### src/rtl/core/wgma_pkg.sv
`timescale 1ns / 1ps
`default_nettype none
// ----------------------------------------------------------------------------
// wgma_pkg: shared types and constants for the weighted global motion average
// Field widths, weighting constants, register indexes and the command and
// status bundles that pass between the controller and the datapath.
// ----------------------------------------------------------------------------
package wgma_pkg;

	// Field widths
	localparam int VEC_W      = 8;
	localparam int SAD_W      = 16;
	localparam int MEAN_W     = 13;
	localparam int CFG_W      = 8;
	localparam int CFG_ADDR_W = 1;
	localparam int S_TDATA_W  = 32;
	localparam int M_TDATA_W  = 32;

	// Default dimension limits
	localparam int DEF_MAX_BLOCKS_ACROSS = 128;
	localparam int DEF_MAX_BLOCKS_DOWN   = 128;

	// Register reset values
	localparam logic [CFG_W-1:0] RST_BLOCKS_ACROSS = 8'd40;
	localparam logic [CFG_W-1:0] RST_BLOCKS_DOWN   = 8'd30;

	// Register indexes
	localparam logic [CFG_ADDR_W-1:0] REG_BLOCKS_ACROSS = 1'b0;
	localparam logic [CFG_ADDR_W-1:0] REG_BLOCKS_DOWN   = 1'b1;

	// Weighting: w = floor((255*sad + 1000) / 2000), taken as
	// floor(floor((255*sad + 1000) / 16) / 125) with a reciprocal multiply.
	localparam int SAD_CEILING = 2000;
	localparam int WEIGHT_TOP  = 255;
	localparam int ROUND_BIAS  = 1000;
	localparam int SAD_USED_W  = 11;
	localparam int NUM_W       = 19;
	localparam int NUM_SHIFT   = 4;
	localparam int SCALED_W    = NUM_W - NUM_SHIFT;
	localparam int RECIP_W     = 16;
	localparam int RECIP_SHIFT = 22;
	localparam logic [RECIP_W-1:0] RECIP_MUL = 16'd33555;
	localparam int WEIGHT_W    = 8;
	localparam int PROD_W      = WEIGHT_W + 1 + VEC_W;
	localparam longint PROD_MAX = longint'(WEIGHT_TOP) * 128;

	// Result limit
	localparam int MEAN_LIMIT = 4080;

	typedef struct packed {
		logic accept;     // input transaction this cycle
		logic load;       // capture sums and divisor, clear sums
		logic div_start;  // start one division
		logic div_sel;    // 0: x sum, 1: y sum
		logic keep_x;     // hold the x quotient
		logic out_load;   // load the result register
	} cmd_t;

	typedef struct packed {
		logic frame_end;  // current record is the padding record of the last row
		logic pipe_empty; // no weighted product still in flight
		logic div_done;   // divider finished this cycle
		logic out_free;   // result register can take a new result
	} status_t;

endpackage
`default_nettype wire

### src/rtl/core/wgma_div.sv
`timescale 1ns / 1ps
`default_nettype none
// ----------------------------------------------------------------------------
// wgma_div: restoring unsigned divider
// Produces one quotient bit per clock while busy.
// ----------------------------------------------------------------------------
module wgma_div #(
	parameter int N_W  = 30,
	parameter int DV_W = 20
) (
	input  wire logic            clk,
	input  wire logic            arst_n,
	input  wire logic            start,
	input  wire logic [N_W-1:0]  dividend,
	input  wire logic [DV_W-1:0] divisor,
	output logic                 done,
	output logic [N_W-1:0]       quotient
);
	localparam int CNT_W = (N_W > 1) ? $clog2(N_W) : 1;

	logic             busy_q;
	logic             done_q;
	logic [CNT_W-1:0] cnt_q;
	logic [DV_W-1:0]  rem_q;
	logic [DV_W-1:0]  dvs_q;
	logic [N_W-1:0]   sh_q;
	logic [DV_W:0]    trial;
	logic             fits;

	assign trial = {rem_q, sh_q[N_W-1]};
	assign fits  = trial >= {1'b0, dvs_q};

	always_ff @(posedge clk or negedge arst_n) begin
		if (!arst_n) begin
			busy_q <= 1'b0;
			done_q <= 1'b0;
			cnt_q  <= '0;
		end else begin
			done_q <= 1'b0;
			if (start) begin
				busy_q <= 1'b1;
				cnt_q  <= '0;
			end else if (busy_q) begin
				cnt_q <= cnt_q + CNT_W'(1);
				if (cnt_q == CNT_W'(N_W - 1)) begin
					busy_q <= 1'b0;
					done_q <= 1'b1;
				end
			end
		end
	end

	always_ff @(posedge clk) begin
		if (start) begin
			rem_q <= '0;
			dvs_q <= divisor;
			sh_q  <= dividend;
		end else if (busy_q) begin
			// shift in the next dividend bit, subtract where the divisor fits
			rem_q <= fits ? DV_W'(trial - {1'b0, dvs_q}) : trial[DV_W-1:0];
			sh_q  <= {sh_q[N_W-2:0], fits};
		end
	end

	assign done     = done_q;
	assign quotient = sh_q;

endmodule
`default_nettype wire

### src/rtl/core/wgma_datapath.sv
`timescale 1ns / 1ps
`default_nettype none
// ----------------------------------------------------------------------------
// wgma_datapath: weighting pipeline, sums, position counters and result
// Three-stage weight pipeline feeding two signed sums; frame-end division
// through one shared divider and a registered result stage.
// ----------------------------------------------------------------------------
module wgma_datapath #(
	parameter int MAX_BLOCKS_ACROSS = 128,
	parameter int MAX_BLOCKS_DOWN   = 128
) (
	input  wire logic                             clk,
	input  wire logic                             arst_n,
	input  wire wgma_pkg::cmd_t                   cmd,
	output wgma_pkg::status_t                     status,
	input  wire logic                             cfg_we,
	input  wire logic [wgma_pkg::CFG_ADDR_W-1:0]  cfg_addr,
	input  wire logic [wgma_pkg::CFG_W-1:0]       cfg_wdata,
	input  wire logic [wgma_pkg::S_TDATA_W-1:0]   s_tdata,
	input  wire logic                             m_tready,
	output logic                                  m_tvalid,
	output logic [wgma_pkg::M_TDATA_W-1:0]        m_tdata
);
	import wgma_pkg::*;

	localparam int DIM_W  = 9;
	localparam int A_W    = $clog2(MAX_BLOCKS_ACROSS + 1);
	localparam int D_W    = $clog2(MAX_BLOCKS_DOWN + 1);
	localparam int COL_W  = A_W;
	localparam int ROW_W  = (MAX_BLOCKS_DOWN > 1) ? $clog2(MAX_BLOCKS_DOWN) : 1;
	localparam int SUM_W  =
		$clog2(longint'(MAX_BLOCKS_ACROSS) * MAX_BLOCKS_DOWN * PROD_MAX + 1) + 1;
	localparam int DIVR_W = $clog2(8 * MAX_BLOCKS_ACROSS * MAX_BLOCKS_DOWN + 1);

	// Configuration
	logic [CFG_W-1:0] blocks_across_q;
	logic [CFG_W-1:0] blocks_down_q;

	always_ff @(posedge clk or negedge arst_n) begin
		if (!arst_n) begin
			blocks_across_q <= RST_BLOCKS_ACROSS;
			blocks_down_q   <= RST_BLOCKS_DOWN;
		end else if (cfg_we) begin
			unique case (cfg_addr)
				REG_BLOCKS_ACROSS: blocks_across_q <= cfg_wdata;
				REG_BLOCKS_DOWN:   blocks_down_q   <= cfg_wdata;
				default: ;
			endcase
		end
	end

	// Clamp the dimensions to 1..MAX
	logic [A_W-1:0] across_c;
	logic [D_W-1:0] down_c;

	always_comb begin
		if (blocks_across_q == '0)
			across_c = A_W'(1);
		else if (DIM_W'(blocks_across_q) > DIM_W'(MAX_BLOCKS_ACROSS))
			across_c = A_W'(MAX_BLOCKS_ACROSS);
		else
			across_c = A_W'(blocks_across_q);
		if (blocks_down_q == '0)
			down_c = D_W'(1);
		else if (DIM_W'(blocks_down_q) > DIM_W'(MAX_BLOCKS_DOWN))
			down_c = D_W'(MAX_BLOCKS_DOWN);
		else
			down_c = D_W'(blocks_down_q);
	end

	// Input fields
	logic signed [VEC_W-1:0] vector_x;
	logic signed [VEC_W-1:0] vector_y;
	logic [SAD_W-1:0]        block_sad;

	assign vector_x  = s_tdata[VEC_W-1:0];
	assign vector_y  = s_tdata[2*VEC_W-1:VEC_W];
	assign block_sad = s_tdata[2*VEC_W+SAD_W-1:2*VEC_W];

	// Position in the frame
	logic [COL_W-1:0] col_q;
	logic [ROW_W-1:0] row_q;
	logic             is_pad;
	logic             last_row;

	assign is_pad   = DIM_W'(col_q) >= DIM_W'(across_c);
	assign last_row = (DIM_W'(row_q) + DIM_W'(1)) >= DIM_W'(down_c);

	always_ff @(posedge clk or negedge arst_n) begin
		if (!arst_n) begin
			col_q <= '0;
			row_q <= '0;
		end else if (cmd.accept) begin
			if (!is_pad) begin
				col_q <= col_q + COL_W'(1);
			end else begin
				col_q <= '0;
				row_q <= last_row ? '0 : row_q + ROW_W'(1);
			end
		end
	end

	// Stage 1: eligibility and scaled numerator
	logic                    use_rec;
	logic [NUM_W-1:0]        num;
	logic                    v_s1;
	logic [SCALED_W-1:0]     n_s1;
	logic signed [VEC_W-1:0] vx_s1;
	logic signed [VEC_W-1:0] vy_s1;

	assign use_rec = !is_pad && (vector_x != '0 || vector_y != '0)
		&& block_sad <= SAD_W'(SAD_CEILING);
	assign num = NUM_W'(block_sad[SAD_USED_W-1:0]) * NUM_W'(WEIGHT_TOP)
		+ NUM_W'(ROUND_BIAS);

	// Stage 2: weight by reciprocal multiply
	logic [SCALED_W+RECIP_W-1:0] recip_prod;
	logic                        v_s2;
	logic [WEIGHT_W-1:0]         w_s2;
	logic signed [VEC_W-1:0]     vx_s2;
	logic signed [VEC_W-1:0]     vy_s2;

	assign recip_prod = (SCALED_W+RECIP_W)'(n_s1) * (SCALED_W+RECIP_W)'(RECIP_MUL);

	// Stage 3: weighted vectors
	logic signed [PROD_W-1:0] px;
	logic signed [PROD_W-1:0] py;
	logic                     v_s3;
	logic signed [PROD_W-1:0] px_s3;
	logic signed [PROD_W-1:0] py_s3;

	assign px = $signed({1'b0, w_s2}) * vx_s2;
	assign py = $signed({1'b0, w_s2}) * vy_s2;

	always_ff @(posedge clk or negedge arst_n) begin
		if (!arst_n) begin
			v_s1 <= 1'b0;
			v_s2 <= 1'b0;
			v_s3 <= 1'b0;
		end else begin
			v_s1 <= cmd.accept && use_rec;
			v_s2 <= v_s1;
			v_s3 <= v_s2;
		end
	end

	always_ff @(posedge clk) begin
		n_s1  <= num[NUM_W-1:NUM_SHIFT];
		vx_s1 <= vector_x;
		vy_s1 <= vector_y;
		w_s2  <= recip_prod[RECIP_SHIFT +: WEIGHT_W];
		vx_s2 <= vx_s1;
		vy_s2 <= vy_s1;
		px_s3 <= px;
		py_s3 <= py;
	end

	// Sums
	logic signed [SUM_W-1:0] sum_x_q;
	logic signed [SUM_W-1:0] sum_y_q;

	always_ff @(posedge clk or negedge arst_n) begin
		if (!arst_n) begin
			sum_x_q <= '0;
			sum_y_q <= '0;
		end else if (cmd.load) begin
			sum_x_q <= '0;
			sum_y_q <= '0;
		end else if (v_s3) begin
			sum_x_q <= sum_x_q + SUM_W'(px_s3);
			sum_y_q <= sum_y_q + SUM_W'(py_s3);
		end
	end

	// Frame-end capture: magnitudes, signs and divisor
	logic [SUM_W-1:0]       mag_x_q;
	logic [SUM_W-1:0]       mag_y_q;
	logic                   neg_x_q;
	logic                   neg_y_q;
	logic [DIVR_W-1:0]      divisor_q;
	logic [A_W+D_W-1:0]     blocks;

	assign blocks = (A_W+D_W)'(across_c) * (A_W+D_W)'(down_c);

	always_ff @(posedge clk) begin
		if (cmd.load) begin
			mag_x_q   <= sum_x_q[SUM_W-1] ? SUM_W'(-sum_x_q) : SUM_W'(sum_x_q);
			mag_y_q   <= sum_y_q[SUM_W-1] ? SUM_W'(-sum_y_q) : SUM_W'(sum_y_q);
			neg_x_q   <= sum_x_q[SUM_W-1];
			neg_y_q   <= sum_y_q[SUM_W-1];
			divisor_q <= DIVR_W'({blocks, 3'b000});
		end
	end

	// Shared divider
	logic             div_done;
	logic [SUM_W-1:0] quotient;
	logic [SUM_W-1:0] qx_q;

	wgma_div #(
		.N_W  (SUM_W),
		.DV_W (DIVR_W)
	) u_div (
		.clk      (clk),
		.arst_n   (arst_n),
		.start    (cmd.div_start),
		.dividend (cmd.div_sel ? mag_y_q : mag_x_q),
		.divisor  (divisor_q),
		.done     (div_done),
		.quotient (quotient)
	);

	always_ff @(posedge clk) begin
		if (cmd.keep_x)
			qx_q <= quotient;
	end

	function automatic logic [MEAN_W-1:0] finish_mean(
		input logic [SUM_W-1:0] q,
		input logic             neg
	);
		logic [MEAN_W-1:0] m;
		m = (q > SUM_W'(MEAN_LIMIT)) ? MEAN_W'(MEAN_LIMIT) : q[MEAN_W-1:0];
		return neg ? MEAN_W'(-m) : m;
	endfunction

	// Result register
	logic                 out_valid_q;
	logic [M_TDATA_W-1:0] out_data_q;

	always_ff @(posedge clk or negedge arst_n) begin
		if (!arst_n)
			out_valid_q <= 1'b0;
		else if (cmd.out_load)
			out_valid_q <= 1'b1;
		else if (m_tready)
			out_valid_q <= 1'b0;
	end

	always_ff @(posedge clk) begin
		if (cmd.out_load)
			out_data_q <= {(M_TDATA_W - 2*MEAN_W)'(0),
				finish_mean(quotient, neg_y_q), finish_mean(qx_q, neg_x_q)};
	end

	assign m_tvalid = out_valid_q;
	assign m_tdata  = out_data_q;

	assign status.frame_end  = is_pad && last_row;
	assign status.pipe_empty = !v_s1 && !v_s2 && !v_s3;
	assign status.div_done   = div_done;
	assign status.out_free   = !out_valid_q || m_tready;

endmodule
`default_nettype wire

### src/rtl/core/wgma_ctrl.sv
`timescale 1ns / 1ps
`default_nettype none
// ----------------------------------------------------------------------------
// wgma_ctrl: frame sequencer
// Takes records during a frame, then drains the weight pipeline, runs the
// x and y divisions and hands the result to the output register.
// ----------------------------------------------------------------------------
module wgma_ctrl (
	input  wire logic              clk,
	input  wire logic              arst_n,
	input  wire logic              s_tvalid,
	output logic                   s_tready,
	input  wire wgma_pkg::status_t status,
	output wgma_pkg::cmd_t         cmd
);
	import wgma_pkg::*;

	localparam logic [2:0] ST_RUN    = 3'd0;
	localparam logic [2:0] ST_DRAIN  = 3'd1;
	localparam logic [2:0] ST_STARTX = 3'd2;
	localparam logic [2:0] ST_WAITX  = 3'd3;
	localparam logic [2:0] ST_STARTY = 3'd4;
	localparam logic [2:0] ST_WAITY  = 3'd5;
	localparam logic [2:0] ST_RESULT = 3'd6;

	logic [2:0] state_q;
	logic [2:0] state_d;

	always_ff @(posedge clk or negedge arst_n) begin
		if (!arst_n)
			state_q <= ST_RUN;
		else
			state_q <= state_d;
	end

	always_comb begin
		state_d       = state_q;
		cmd           = '0;
		s_tready      = 1'b0;
		unique case (state_q)
			ST_RUN: begin
				s_tready   = 1'b1;
				cmd.accept = s_tvalid;
				if (s_tvalid && status.frame_end)
					state_d = ST_DRAIN;
			end
			ST_DRAIN: begin
				// wait for the last products to land in the sums
				if (status.pipe_empty) begin
					cmd.load = 1'b1;
					state_d  = ST_STARTX;
				end
			end
			ST_STARTX: begin
				cmd.div_start = 1'b1;
				state_d       = ST_WAITX;
			end
			ST_WAITX: begin
				if (status.div_done) begin
					cmd.keep_x = 1'b1;
					state_d    = ST_STARTY;
				end
			end
			ST_STARTY: begin
				cmd.div_start = 1'b1;
				cmd.div_sel   = 1'b1;
				state_d       = ST_WAITY;
			end
			ST_WAITY: begin
				cmd.div_sel = 1'b1;
				if (status.div_done)
					state_d = ST_RESULT;
			end
			ST_RESULT: begin
				// hold until the result register is free
				if (status.out_free) begin
					cmd.out_load = 1'b1;
					state_d      = ST_RUN;
				end
			end
			default: state_d = ST_RUN;
		endcase
	end

endmodule
`default_nettype wire

### src/rtl/core/weighted_global_motion_average_unit.sv
`timescale 1ns / 1ps
`default_nettype none
// ----------------------------------------------------------------------------
// weighted_global_motion_average_unit: SAD-weighted global motion mean
// Accumulates weighted macroblock motion vectors over a frame and reports
// the mean x and y motion once per frame.
// ----------------------------------------------------------------------------
// Records are taken one per clock while a frame runs. Each row ends with a
// padding record; the padding record of the last row closes the frame, after
// which the block takes no record while it works out the means: it drains the
// weighting pipeline, then one restoring divider, one quotient bit per clock,
// divides the x sum and then the y sum (SUM_W = 30 bits with the default
// limits) by 8*blocks_across*blocks_down, and the result is loaded into an
// output register. The result then sits there until taken, while the next
// frame's records flow in; if an earlier result is still waiting when the
// next one is ready, the block holds there.
// ----------------------------------------------------------------------------
module weighted_global_motion_average_unit #(
	parameter int MAX_BLOCKS_ACROSS = wgma_pkg::DEF_MAX_BLOCKS_ACROSS,
	parameter int MAX_BLOCKS_DOWN   = wgma_pkg::DEF_MAX_BLOCKS_DOWN
) (
	input  wire logic                             clk,
	input  wire logic                             arst_n,
	input  wire logic                             cfg_we,
	input  wire logic [wgma_pkg::CFG_ADDR_W-1:0]  cfg_addr,
	input  wire logic [wgma_pkg::CFG_W-1:0]       cfg_wdata,
	input  wire logic                             s_tvalid,
	output logic                                  s_tready,
	// vector_x [7:0], vector_y [15:8], block_sad [31:16]
	input  wire logic [wgma_pkg::S_TDATA_W-1:0]   s_tdata,
	output logic                                  m_tvalid,
	input  wire logic                             m_tready,
	// mean_x [12:0], mean_y [25:13], zeros [31:26]
	output logic [wgma_pkg::M_TDATA_W-1:0]        m_tdata
);
	import wgma_pkg::*;

	cmd_t    cmd;
	status_t status;

	wgma_ctrl u_ctrl (
		.clk      (clk),
		.arst_n   (arst_n),
		.s_tvalid (s_tvalid),
		.s_tready (s_tready),
		.status   (status),
		.cmd      (cmd)
	);

	wgma_datapath #(
		.MAX_BLOCKS_ACROSS (MAX_BLOCKS_ACROSS),
		.MAX_BLOCKS_DOWN   (MAX_BLOCKS_DOWN)
	) u_datapath (
		.clk       (clk),
		.arst_n    (arst_n),
		.cmd       (cmd),
		.status    (status),
		.cfg_we    (cfg_we),
		.cfg_addr  (cfg_addr),
		.cfg_wdata (cfg_wdata),
		.s_tdata   (s_tdata),
		.m_tready  (m_tready),
		.m_tvalid  (m_tvalid),
		.m_tdata   (m_tdata)
	);

endmodule
`default_nettype wire
### config.mk
export PLATFORM = sky130hd
export DESIGN_NAME = weighted_global_motion_average_unit
export DESIGN_NICKNAME = d
export VERILOG_FILES = /design/src/rtl/core/wgma_pkg.sv /design/src/rtl/core/wgma_div.sv /design/src/rtl/core/wgma_datapath.sv /design/src/rtl/core/wgma_ctrl.sv /design/src/rtl/core/weighted_global_motion_average_unit.sv
export SDC_FILE = /design/constraint.sdc
export NUM_CORES = 1
export LEC_CHECK = 0
export ABC_AREA = 1
export BUFFER_PORTS_ARGS = -buffer_cell sky130_fd_sc_hd__buf_4
export CORE_MARGIN = 2
export CORE_UTILIZATION = 65
export CTS_CLUSTER_DIAMETER = 60
export DETAILED_ROUTE_END_ITERATION = 12
export GPL_TIMING_DRIVEN = 0
export MAX_ROUTING_LAYER = met4
export PLACE_DENSITY = 0.82
export SYNTH_ARGS = -nofsm -noshare
export SYNTH_HDL_FRONTEND = slang
export SYNTH_SLANG_ARGS = --single-unit
### constraint.sdc
create_clock -name clk -period 5.55 [get_ports clk]
set_input_delay 0.8325 -clock clk [delete_from_list [all_inputs] [get_ports clk]]
set_output_delay 0.8325 -clock clk [all_outputs]
set_load 0.005 [all_outputs]
# ---- Word-level counts from Yosys, hierarchy flattened
# Index checks and enable logic that the tools add are counted.
dict set report totals {
  inputBits 46
  latch_bits 0
  rom_bits 0
  register_bits 390
  memories 0
  mem_bits_rw 0
}
dict set report op_classes {
  reduce_logical 28
  n_lt_le_gt_ge 8
  shift 0
  n_addsub 12
  bitwise_logic 1
  n_mux 46
  n_mul 5
  div 0
  eq_ne 12
}
# cell count
set op_table {}
lappend op_table {{$mux W30} 7}
lappend op_table {{$add A30 B17 Y30} 2}
lappend op_table {{$gt A30 B12 Y1 const B} 2}
lappend op_table {{$neg A30 Y30} 2}
lappend op_table {{$mux W29} 2}
lappend op_table {{$mux W13} 4}
lappend op_table {{$mux W8} 5}
lappend op_table {{$mul A9 B8 Y17} 2}
lappend op_table {{$mul A15 B16 Y30 const B} 1}
lappend op_table {{$neg A13 Y13} 2}
lappend op_table {{$pmux W3 S7} 1}
lappend op_table {{$add A19 B10 Y19 const B} 1}
lappend op_table {{$ge A19 B18 Y1} 1}
lappend op_table {{$mul A11 B8 Y19 const B} 1}
lappend op_table {{$mux W1} 18}
lappend op_table {{$mux W18} 1}
lappend op_table {{$sub A18 B18 Y18} 1}
lappend op_table {{$gt A8 B8 Y1 const B} 2}
lappend op_table {{$le A16 B11 Y1 const B} 1}
lappend op_table {{$logic_not A8 Y1} 2}
lappend op_table {{$reduce_bool A8 Y1} 2}
lappend op_table {{$mul A8 B8 Y15} 1}
lappend op_table {{$mux W3} 5}
lappend op_table {{$mux W5} 2}
lappend op_table {{22 further kinds} 44}

# ---- Logic depth before layout (Yosys ltp)
dict set report logic_depth {
  ltp_word 8
  mapped_depth 26
  ltp_nobuf 26
}

# ---- Cells and area by module
# From an unflattened synthesis, not the netlist that was laid out.
dict set report unflattened {
  hier_cells 3948
  hier_area_um2 32517.4
}
# module n_inst cells_per_inst area_each_um2
set modules_own_cells {}
lappend modules_own_cells {wgma_datapath 1 3355 28008.1}
lappend modules_own_cells {wgma_div 1 545 4210.3}
lappend modules_own_cells {wgma_ctrl 1 48 299.0}

# ---- Worst setup path after synthesis
# OpenSTA, ideal clock, no wires.
dict set report synth_path {
  path_type {reg-to-reg}
  from {register u_datapath.blocks_down_q[2]}
  to {register u_datapath.divisor_q[17], data pin}
  n_path_buf 0
  period_less_slack_ps 4742
  required_ps 5290
  setup_ps 260
  t_arrival_ps 4481
  path_slack_ps 808
  path_stages_with_launch 26
  cell_sequence {dfstp_2 > inv_1 > nand4_1 > nor4_1 > nor2_1 > inv_1 > nand2_1 > nor2_1 > fa_1 > inv_1 > fa_1 > inv_1 > fa_1 > inv_1 > fa_1 > inv_1 > ha_1 > nand2_1 > nand2_1 > o21bai_1 > nand2_1 > nand3_1 > a21oi_1 > nor2_1 > nor2_1 > xor2_1}
}
dict set report synth_via {
  elab_chain_cells 4
  elab_cells_between_ends 5
  classes_between {mul (1); order compare (1); mux (2); reduce/logical (1)}
}
# element line_no
set synth_lines {}
lappend synth_lines {{start, declared} wgma_datapath.sv:37} ;# logic [CFG_W-1:0] blocks_down_q;
lappend synth_lines {{start signal, assigned} wgma_datapath.sv:46} ;# REG_BLOCKS_DOWN: blocks_down_q <= cfg_wdata;
lappend synth_lines {{$gt A8 B8 Y1} wgma_datapath.sv:65} ;# else if (DIM_W'(blocks_down_q) > DIM_W'(MAX_BLOCKS_DOWN))
lappend synth_lines {{$mux W8} wgma_datapath.sv:65}
lappend synth_lines {{$mux W8 (*)} wgma_datapath.sv:63} ;# if (blocks_down_q == '0)
lappend synth_lines {{$mul A8 B8 Y15 (*)} wgma_datapath.sv:183} ;# assign blocks = (A_W+D_W)'(across_c) * (A_W+D_W)'(down_c);
lappend synth_lines {{via u_datapath.blocks[14]} wgma_datapath.sv:181} ;# logic [A_W+D_W-1:0] blocks;
lappend synth_lines {{end signal, assigned} wgma_datapath.sv:191} ;# divisor_q <= DIVR_W'({blocks, 3'b000});
lappend synth_lines {{end, declared} wgma_datapath.sv:180} ;# logic [DIVR_W-1:0] divisor_q;
# The timed path passes the listed nets; every way through them passes the cells marked *.
# A chain may end at the register's enable or synchronous reset.

# ---- Worst setup path in the final report
dict set report layout_path {
  from {register u_datapath.blocks_across_q[0]}
  to {register u_datapath.divisor_q[17], data pin}
}
dict set report layout_via {
  elab_chain_cells 4
  elab_cells_between_ends 5
  classes_between {mul (1); order compare (1); mux (2); reduce/logical (1)}
}
# element line_no
set layout_lines {}
lappend layout_lines {{start, declared} wgma_datapath.sv:36} ;# logic [CFG_W-1:0] blocks_across_q;
lappend layout_lines {{start signal, assigned} wgma_datapath.sv:45} ;# REG_BLOCKS_ACROSS: blocks_across_q <= cfg_wdata;
lappend layout_lines {{$gt A8 B8 Y1} wgma_datapath.sv:59} ;# else if (DIM_W'(blocks_across_q) > DIM_W'(MAX_BLOCKS_ACROSS))
lappend layout_lines {{$mux W8} wgma_datapath.sv:59}
lappend layout_lines {{$mux W8 (*)} wgma_datapath.sv:57} ;# if (blocks_across_q == '0)
lappend layout_lines {{$mul A8 B8 Y15 (*)} wgma_datapath.sv:183}
lappend layout_lines {{via u_datapath.blocks[14]} wgma_datapath.sv:181}
# Marks and branches as above.

==> results.ini <==
[outcome]
outcome = complete, no violations

[routing]
m1WireLength_um = 31500
vias = 25500
top_layer_used = met4
route.detailed.drc = 0
wl_met2_um = 34700
dr.pass1.iters = 7
drtIter0Drc = 1877
wl_per_cell_um = 15.6
drtAntennaViolNets = 0
vias_per_cell = 5.53
wl_met3_um = 4110
wl_um = 72200

[placement]
dpl-instance-area_mm2 = 0.0333
dpl.hpwl_um = 57200
io_buffers = 73
gp_congestion = 0.938

[run]
cap_violations = 0

[clocking]
cts_setup_buffers = 0
cts.sinks = 390
clock_path_buffers = 3
clock_latency_ns = 0.59
cts-root-buf = clkbuf_16
cts_buffers = 46
htreeDepth = 2
cts_tree = yes
clk_pin_slew_worst_paths_ns = 0.06

[timing]
period_share_pct = 94.0
tns_ns = 0
fin_skew_ns = 0.0238
worst_pin_slew_ns = 0.877
rsz0062_at_grt = false
final_max_slew_viol_count = 0
maxSlewHeadroom_pct = 41.5
timing.fmax_ghz = 0.192
hold_violations = 0
fin_crit_ns = 5.22
setup_viol = 0

[cells_and_area]
design_area_mm2 = 0.0348
final_nets = 4571
drive_gt1_share_pct = 6.56
final_cell_mix = nand2_1, inv_1, ha_1, nor2_1, fa_1
multi_input_area_mm2 = 0.0187
layout_commonest_cell = nand2_1
ff_latch_area_mm2 = 0.0101
finalCoreUtilization_pct = 71.5
fillers = 3772
n_antenna_cell = 0
areaGrowthSynthToFinish_pct = 9.45

[die]
dieArea_mm2 = 0.0507
core_area_mm2 = 0.0486
num_rows = 81
initial_core_util_pct = 65.3
io_pins = 80
die_x_um = 225
dieHeight_um = 225

[global_route]
grt_usage_pct = 30.2
grt_max_degree = 59
antenna_found_initial = 0
grt_pass1_wl_um = 121000
first_global_vias = 25000
grt_overflow_total = 0

[yosys]
syn_inst = 3825
synth_edf_count = 178
synth_top_area_cell = edfxtp_1
ys_types = 59
avgSynthCellArea_um2 = 8.31
ys_seq_area_share_pct = 31.8
netlist_area_mm2 = 0.0318
yosys_warnings = 0
ys_ff_latch = 390
synthTopCellsByArea = edfxtp_1, ha_1, fa_1
ys.flop_type = edfxtp_1
async_flop_share_pct = 26.9
yosysTopAreaCellShare_pct = 16.8

[hold_path]
hp-class = in -> async

[critical_path]
crit_path_max_fanout = 8
critPathKind = reg -> reg
start_kind = flop
cp.arrival_ns = 5.55
cp-end-kind = flop
required_ns = 5.88

[synthesized netlist by cell type, types with 5 or more instances]
cell type / n
o21a_1: 7
dfxtp_1: 107
buf_2: 20
nor2_1: 353
nor4_1: 20
nand2_1: 791
a21o_1: 13
nor2_4: 7
inv_1: 688
xnor2_1: 33
o21bai_1: 21
nand3_1: 125
fa_1: 189
dfrtp_1: 99
nor3_1: 44
clkbuf_1: 39
o21ai_1: 34
o22ai_1: 32
edfxtp_1: 178
nor2_2: 9
inv_2: 9
dfstp_2: 6
buf_4: 10
o21ai_0: 152
ha_1: 376
a211oi_1: 5
a21oi_1: 180
a21boi_0: 6
nand4_1: 45
nand3_2: 5
xor2_1: 114
a31oi_1: 44
nand3b_1: 9
nand2_2: 7
[cells by family (layout without fill, tap and decap cells)]
group	after synthesis	count (layout)	synth area share, %
buf+inv	776	942	9.42
simple gates	1433	1433	19.0
compound gates	513	513	9.02
xor+xnor	147	147	4.05
other cells	1	6	0.0118
flops	390	390	31.8
fa+ha+maj	565	565	26.7
[through the flow]
stage | hold slack, ns | cells | setup WS [ns]
6_report | 0.314 | 4618 | 0.333
2_1_floorplan | 0.310 | 3830 | 0.808
3_3_place_gp | 0.310 | 4525 | 0.281
3_5_place_dp | 0.312 | 4534 | 0.248
5_1_grt | 0.328 | 4618 | 0.0196
4_1_cts | 0.325 | 4618 | 0.154
[flip-flops by register name, indices dropped and copies added (netlist names), 15 cells and up]
register and flops:
u_datapath.px_s3 17, u_datapath.u_div.quotient 30, u_datapath.mag_x_q 30, u_datapath.u_div.rem_q 18, u_datapath.m_tdata 26, u_datapath.qx_q 30, u_datapath.sum_x_q 30, u_datapath.divisor_q 15
u_datapath.n_s1 15, u_datapath.sum_y_q 30, u_datapath.mag_y_q 30, u_datapath.py_s3 17, u_datapath.u_div.dvs_q 15
[routing by layer]
metal	vias up	global-route usage, %
met3	133	3.23
met5	-	-
met4	0	8.99
met2	726	49.9
li1	12600	-
met1	12000	39.6
[final cells by class]
type	instances	area share, %
multi-input combinational	2664	53.8
inverter	701	7.57
timing repair buffer	82	1.96
sequential	390	29.1
buffer	75	1.04
tap	622	2.24
clock buffer	59	3.65
clock inverter	25	0.651
[critical path: stages (launching register included)]
cell and delay, ns:
dfrtp_1 0.42, nor2_1 0.12, nand2_1 0.07, nor4_2 0.24, nor2_1 0.08, inv_1 0.13, nand2_2 0.16, inv_1 0.12
nand2_1 0.07, fa_1 0.49, fa_1 0.55, inv_1 0.05, fa_1 0.52, inv_1 0.05, fa_1 0.54, inv_1 0.05
ha_1 0.37, nand2_1 0.12, nand2_1 0.06, o21bai_1 0.18, nand2_1 0.07, nand3_1 0.12, a21oi_1 0.16, nor2_1 0.05
nor2_1 0.11, xor2_1 0.07
[timing repair]
action / in CTS / in global routing
hold buffers: 0 / 0
endpoints found under the setup margin: 0 / 3
gates resized for setup: 0 / 10
[final timing paths]
| path | startpoint | end | slack [ns] | cells after the start |
|---|---|---|---|---|
| setup / recovery | u_datapath.blocks_across_q[0] | u_datapath.divisor_q[17] | 0.33 | 25 |
| hold / removal | arst_n | u_datapath.sum_y_q[13] | 0.31 | 1 |
| setup reg to reg | u_datapath.blocks_across_q[0] | u_datapath.divisor_q[17] | 0.33 | 25 |
| hold reg to reg | u_datapath.vy_s1[6] | u_datapath.vy_s2[6] | 0.32 | 0 |
| max in group asynchronous | arst_n | u_datapath.sum_x_q[28] | 4.42 | 2 |
| min in group clk | u_datapath.vy_s1[6] | u_datapath.vy_s2[6] | 0.32 | 0 |
Power is not shown: default switching activity piles up to over one toggle a cycle in this logic, so the estimate is an artifact.
